--- src/cif_pkg.sv ---
package cif_pkg;

    localparam int NUM_TAPS   = 32;
    localparam int TAP_IDX_W  = $clog2(NUM_TAPS);
    localparam int TAP_CNT_W  = TAP_IDX_W + 1;
    localparam int SAMPLE_W   = 16;
    localparam int COEF_W     = 18;
    localparam int COEF_FRAC  = COEF_W - 2;
    localparam int PROD_W     = SAMPLE_W + COEF_W;
    // 64 complex terms of at most 2^33 each, plus headroom
    localparam int ACC_W      = PROD_W + 8;
    localparam int CFG_IDX_W  = 1;
    localparam int CFG_DATA_W = TAP_CNT_W;

    localparam logic [TAP_CNT_W-1:0] MAX_TAP_CNT = TAP_CNT_W'(NUM_TAPS);

    typedef enum logic [1:0] {
        CMD_SAMPLE  = 2'd0,
        CMD_FF_COEF = 2'd1,
        CMD_FB_COEF = 2'd2,
        CMD_CLEAR   = 2'd3
    } t_cmd;

    typedef enum logic [CFG_IDX_W-1:0] {
        REG_FF_TAPS = 1'b0,
        REG_FB_TAPS = 1'b1
    } t_reg_idx;

    typedef struct packed {
        logic signed [SAMPLE_W-1:0] re;
        logic signed [SAMPLE_W-1:0] im;
    } t_smp;

    typedef struct packed {
        logic signed [COEF_W-1:0] re;
        logic signed [COEF_W-1:0] im;
    } t_coef;

    typedef struct packed {
        logic clr;   // zero the accumulator
        logic en;    // operands valid this cycle
    } t_mac_ctl;

endpackage

--- src/cif_mac.sv ---
module cif_mac (
    input  logic                            i_clk,
    input  logic                            i_rst_n,
    input  cif_pkg::t_mac_ctl               i_ctl,
    input  cif_pkg::t_smp                   i_x,
    input  cif_pkg::t_coef                  i_c,
    output logic                            o_busy,
    output logic signed [cif_pkg::ACC_W-1:0] o_acc_re,
    output logic signed [cif_pkg::ACC_W-1:0] o_acc_im
);

    logic                                   r_pv;
    logic signed [cif_pkg::PROD_W-1:0]      r_rr, r_ii, r_ri, r_ir;
    logic signed [cif_pkg::ACC_W-1:0]       r_acc_re, r_acc_im;
    logic signed [cif_pkg::ACC_W-1:0]       n_acc_re, n_acc_im;

    // product stage
    always_ff @(posedge i_clk) begin
        if (!i_rst_n) begin
            r_pv <= 1'b0;
        end else begin
            r_pv <= i_ctl.en;
        end
    end

    always_ff @(posedge i_clk) begin
        if (i_ctl.en) begin
            r_rr <= i_x.re * i_c.re;
            r_ii <= i_x.im * i_c.im;
            r_ri <= i_x.re * i_c.im;
            r_ir <= i_x.im * i_c.re;
        end
    end

    // accumulate stage
    always_comb begin
        n_acc_re = r_acc_re + cif_pkg::ACC_W'(r_rr) - cif_pkg::ACC_W'(r_ii);
        n_acc_im = r_acc_im + cif_pkg::ACC_W'(r_ri) + cif_pkg::ACC_W'(r_ir);
    end

    always_ff @(posedge i_clk) begin
        if (i_ctl.clr) begin
            r_acc_re <= '0;
            r_acc_im <= '0;
        end else if (r_pv) begin
            r_acc_re <= n_acc_re;
            r_acc_im <= n_acc_im;
        end
    end

    assign o_busy   = r_pv;
    assign o_acc_re = r_acc_re;
    assign o_acc_im = r_acc_im;

endmodule

--- config.mk ---
export PLATFORM = sky130hd
export DESIGN_NAME = cif_mac
export DESIGN_NICKNAME = d
export VERILOG_FILES = /design/src/cif_pkg.sv /design/src/cif_mac.sv
export SDC_FILE = /design/constraint.sdc
export NUM_CORES = 2
export LEC_CHECK = 0
export ABC_CLOCK_PERIOD_IN_PS = 9400
export BUFFER_PORTS_ARGS = -buffer_cell sky130_fd_sc_hd__buf_4
export CAP_MARGIN = 20
export CORE_MARGIN = 8
export CORE_UTILIZATION = 39
export DETAILED_ROUTE_END_ITERATION = 7
export GPL_TIMING_DRIVEN = 0
export PLACE_DENSITY_LB_ADDON = 0.1
export SYNTH_ARGS = -nofsm -noshare
export SYNTH_HDL_FRONTEND = slang
export SYNTH_SLANG_ARGS = --single-unit
--- constraint.sdc ---
create_clock -name i_clk -period 9.4 [get_ports i_clk]
set_input_delay 1.41 -clock i_clk [delete_from_list [all_inputs] [get_ports i_clk]]
set_output_delay 1.41 -clock i_clk [all_outputs]
set_load 0.005 [all_outputs]
# Yosys cells after proc, flatten, opt, wreduce, memory -nomap -nowiden

Cells that the tools add are included.

$add $sub $neg: 4
Multipliers: 4

Operators by type and width:

| kind                         | number |
|---|---|
| multiplier 16 x 18 -> 34 bit | 4 |
| adder 42 x 34 -> 42 bit      | 3 |
| subtractor 42 x 34 -> 42 bit | 1 |

Word-level logic and storage cells: 15
Output and inout port bits: 85
Register bits after elaboration: 221

# Depth between registers and ports, before layout

Word-level depth: 2
Depth in mapped cells: 26

# Least setup slack after synthesis

Ideal clock, no wire load.

Path type: in2reg
Start point: input i_x[1] (netlist name)
End point: register r_ii[32] (netlist name), data pin
Path slack: 1,834 ps
Path buffers: 2
Library setup time: 258 ps
Data arrival time: 7,308 ps
Stages: 22
Path through: clkbuf_1 > clkbuf_1 > nand2_1 > fa_1 > fa_1 > inv_1 > fa_1 > inv_1 > fa_1 > inv_1 > fa_1 > fa_1 > ha_1 > a21o_1 > a21o_1 > a41o_1 > a31o_1 > a41o_1 > o211a_1 > a221o_1 > a211oi_2 > xnor2_1

Cells in the longest elaborated chain, start to end: 1

Ends and longest elaborated chain:

| element                      | line          | source |
|---|---|---|
| start, declared              | cif_mac.sv:5  | `input cif_pkg::t_smp i_x,` |
| multiplier 16 x 18 -> 34 bit | cif_mac.sv:29 | `r_ii <= i_x.im * i_c.im;` |
| end signal, assigned         | cif_mac.sv:29 |  |
| end, declared                | cif_mac.sv:13 | `logic signed [cif_pkg::PROD_W-1:0] r_rr, r_ii, r_ri, r_ir;` |

No other way between the ends.
A chain may end at the register's enable or synchronous reset.

# Worst setup path in the final report

Start point: input i_x[25] (netlist name)
End point: register r_rr[33] (netlist name), data pin

Cells in the longest elaborated chain, start to end: 1

Ends and longest elaborated chain:

| element                      | line          | source |
|---|---|---|
| multiplier 16 x 18 -> 34 bit | cif_mac.sv:28 | `r_rr <= i_x.re * i_c.re;` |
| end signal, assigned         | cif_mac.sv:28 |  |
| end, declared                | cif_mac.sv:13 |  |

No other way between the ends.

==> flow_metrics.tcl <==
set metrics [dict create \
    status "completed" \
    fillCellCount 14500 \
    synth_top_area_share_pct 44.3 \
    final_util_pct 42.7 \
    synthFlopType "edfxtp_1" \
    synth_area_leader_cell "fa_1" \
    tightest_slew_ns 1.23 \
    maxCapViolCount 0 \
    path_class "primary input to register" \
    min_path_cells 2 \
    first_pass_iters 6 \
    die_area_sq_um 156000 \
    grt-ovfl-total 0 \
    crit_path_max_fanout 10 \
    die_h_um 395 \
    cts_sinks 221 \
    synth_fp_nets 7745 \
    drive_gt1_share_pct 3.73 \
    crit_path_frequent_cell "fa_1" \
    rr_worst_depth 15 \
    dp_cells 8070 \
    endpoint_kind "register" \
    clock.fmax_mhz 110 \
    grt_pass1_vias 44300 \
    period_needed_ns 9.12 \
    first_iter_violations 2922 \
    h-tree-depth 1 \
    synth_edf_count 136 \
    via_per_inst 5.13 \
    cts_inserted_buffers 30 \
    worstPathRequired_ns 9.66 \
    vias 41700 \
    maxSlewHeadroom_pct 18.0 \
    clockRootBuffer "clkbuf_16" \
    start_kind "primary input" \
    nets 7943 \
    initial_core_util_pct 39.2 \
    clock-skew-final_ns 0.0156 \
    post-route-period-util_pct 97.0 \
    yosys_warnings 0 \
    worst_ep_arrival_time_ns 9.37 \
    slowest_delay_ns 0.81 \
    synthTopCellsByArea "fa_1, inv_1, ha_1" \
    ios 157 \
    critical_path.slowest_cell "clkbuf_1" \
    ys_ff_latch 221 \
    fin_setup_tns_ns 0 \
    rows 139 \
    grt_pass1_wl_um 295000 \
    r2r-start "o_acc_re[2]" \
    hp-class "register to register" \
    route.detailed.drc 0 \
    cts_tree "yes" \
    antenna_left 0 \
    cts_buffer_depth 3 \
    grt_max_degree 89 \
    holdPathEnd "o_acc_re[1]" \
    finalSetupViolCount 0 \
    port_buffers 136 \
    yosysUniqueCellTypes 72 \
    place.gp.congestion 0.952 \
    syn-mean-instance-area_sq_um 9.35 \
    wl_per_cell_um 24.5 \
    clock_latency_ns 0.61 \
    synth_area_sq_um 56100 \
    core_sq_um 143000 \
    syn_inst 6004 \
    die_w_um 395 \
    rsz0062_at_grt "false" \
    clk_pin_slew_ns 0.06 \
    final_cells 8142 \
    wirelength_um 199000 \
    finalHoldViolCount 0 \
    worst-r2r-setup-slack_ns 4.45 \
    syn_to_final_growth_pct 8.92 \
    slew_violations 0 \
    timing.rr.end "o_acc_re[36]" \
    yosysSeqAreaShare_pct 10.3 \
    hpwl_um 171000 \
    antenna_found_initial 36 \
    synth-async-reset-ratio_pct 0 \
    min_from "o_acc_re[1]" \
    grt_usage_pct 25.5 \
]
==> worst max-delay path, delay by kind of cell <==
kind / cells / cell delay, ns
buffers and inverters: 9 / 2.02
adder cells (fa/ha/maj): 7 / 3.25
AO/OA/AOI/OAI: 9 / 2.04
XOR/XNOR: 1 / 0.48
AND/OR/NAND/NOR: 1 / 0.16
==> per-stage QoR <==
stage          area, sq um  worst slack, ns  hold WS (ns)
3_3_place_gp         59500            -1.23         0.503
4_1_cts              61000           0.0850         0.508
5_1_grt              61100           0.0267         0.546
3_5_place_dp         59900           -0.634         0.498
2_1_floorplan        56100             1.83         0.470
6_report             61100            0.283         0.512
==> placed cells by master (no fill, tap or decap), types with 11 or more instances in the layout <==
cell type / n
mux2i_1: 40
o211ai_1: 13
nand2_1: 644
o21ai_0: 56
diode_2: 13
nor2_1: 227
o21bai_1: 34
xnor2_1: 163
nand2b_1: 50
or3_1: 11
edfxtp_1: 136
clkbuf_16: 32
fa_1: 1243
xor2_1: 50
clkbuf_1: 241
buf_8: 20
buf_1: 15
nor3_1: 35
nor2b_1: 14
buf_4: 137
nand4_1: 22
a31oi_1: 17
and3_1: 18
dfxtp_1: 85
o21a_1: 21
a21o_1: 103
ha_1: 426
and2_1: 548
nand3_1: 26
a21oi_1: 167
o21ai_1: 24
a211oi_1: 17
inv_1: 1439
==> final cells by class <==
| cell class | count | area (sq um) | area share, % |
|---|---|---|---|
| Buffer | 255 | 981 | 1.61 |
| Multi-Input combinational cell | 4087 | 44000 | 71.9 |
| Antenna cell | 13 | 32.5 | 0.0532 |
| Clock inverter | 13 | 208 | 0.340 |
| Timing Repair Buffer | 166 | 1480 | 2.42 |
| Tap cell | 1903 | 2380 | 3.90 |
| Clock buffer | 43 | 872 | 1.43 |
| Sequential cell | 221 | 5790 | 9.47 |
| Inverter | 1441 | 5410 | 8.85 |
==> worst max-delay path by stage <==
stage          startpoint  endpoint  slack, ns  cells after the start
2_1_floorplan      i_x[1]  r_ii[32]       1.83                     22
3_3_place_gp      i_x[26]  r_ri[33]      -1.23                     21
3_5_place_dp      i_x[17]  r_ri[29]      -0.63                     19
4_1_cts           i_x[17]  r_ri[33]       0.09                     23
5_1_grt           i_x[27]  r_ri[33]       0.03                     22
6_report          i_x[25]  r_rr[33]       0.28                     27
==> state kept, by name, summed over array words and instances (netlist names) <==
register,flops
o_acc_im,42
o_acc_re,42
r_ii,34
r_ir,34
r_ri,34
r_rr,34
o_busy,1
==> synthesized netlist by cell type (all sizes together) (15+ instances only) <==
cell and instances:
nor2 227, o21bai 34, buf 15, fa 1243, nand2b 50, nand4 22, and2 548, mux2i 40
a21o 103, nand3 26, ha 426, and3 18, nor3 35, a21oi 168, dfxtp 85, edfxtp 136
o21ai 80, inv 1439, xor2 51, clkbuf 240, xnor2 163, nand2 644, a211oi 18, o21a 21
a31oi 17
==> kinds of logic (layout without fill, tap and decap cells) <==
| kind of cell | count (synthesis) | after routing | share of synthesized area, % |
|---|---|---|---|
| compound gates | 546 | 546 | 6.36 |
| xor+xnor | 214 | 214 | 3.34 |
| fa+ha+maj | 1669 | 1669 | 53.8 |
| buf+inv | 1696 | 1918 | 11.3 |
| flops | 221 | 221 | 10.3 |
| mux | 42 | 42 | 0.754 |
| other cells | 0 | 13 | 0 |
| simple gates | 1616 | 1616 | 14.0 |
==> metal layers <==
metal	GRT usage, %	wire [um]	up-vias
met5	0	65	-
met4	8.73	8330	10
met3	4.43	14700	308
met2	41.4	91100	1413
met1	34.7	84900	21600
li1	-	-	18400
==> timing repair <==
action                     in CTS  in global routing
hold buffers                    0                  0
gates cloned                    0                  0
pin swaps                       0                  0
setup buffers                   0                  0
setup endpoints to repair       1                  4
gates resized for setup         1                 16
Power is not shown: default switching activity piles up to over one toggle a cycle in this logic, so the estimate is an artifact.
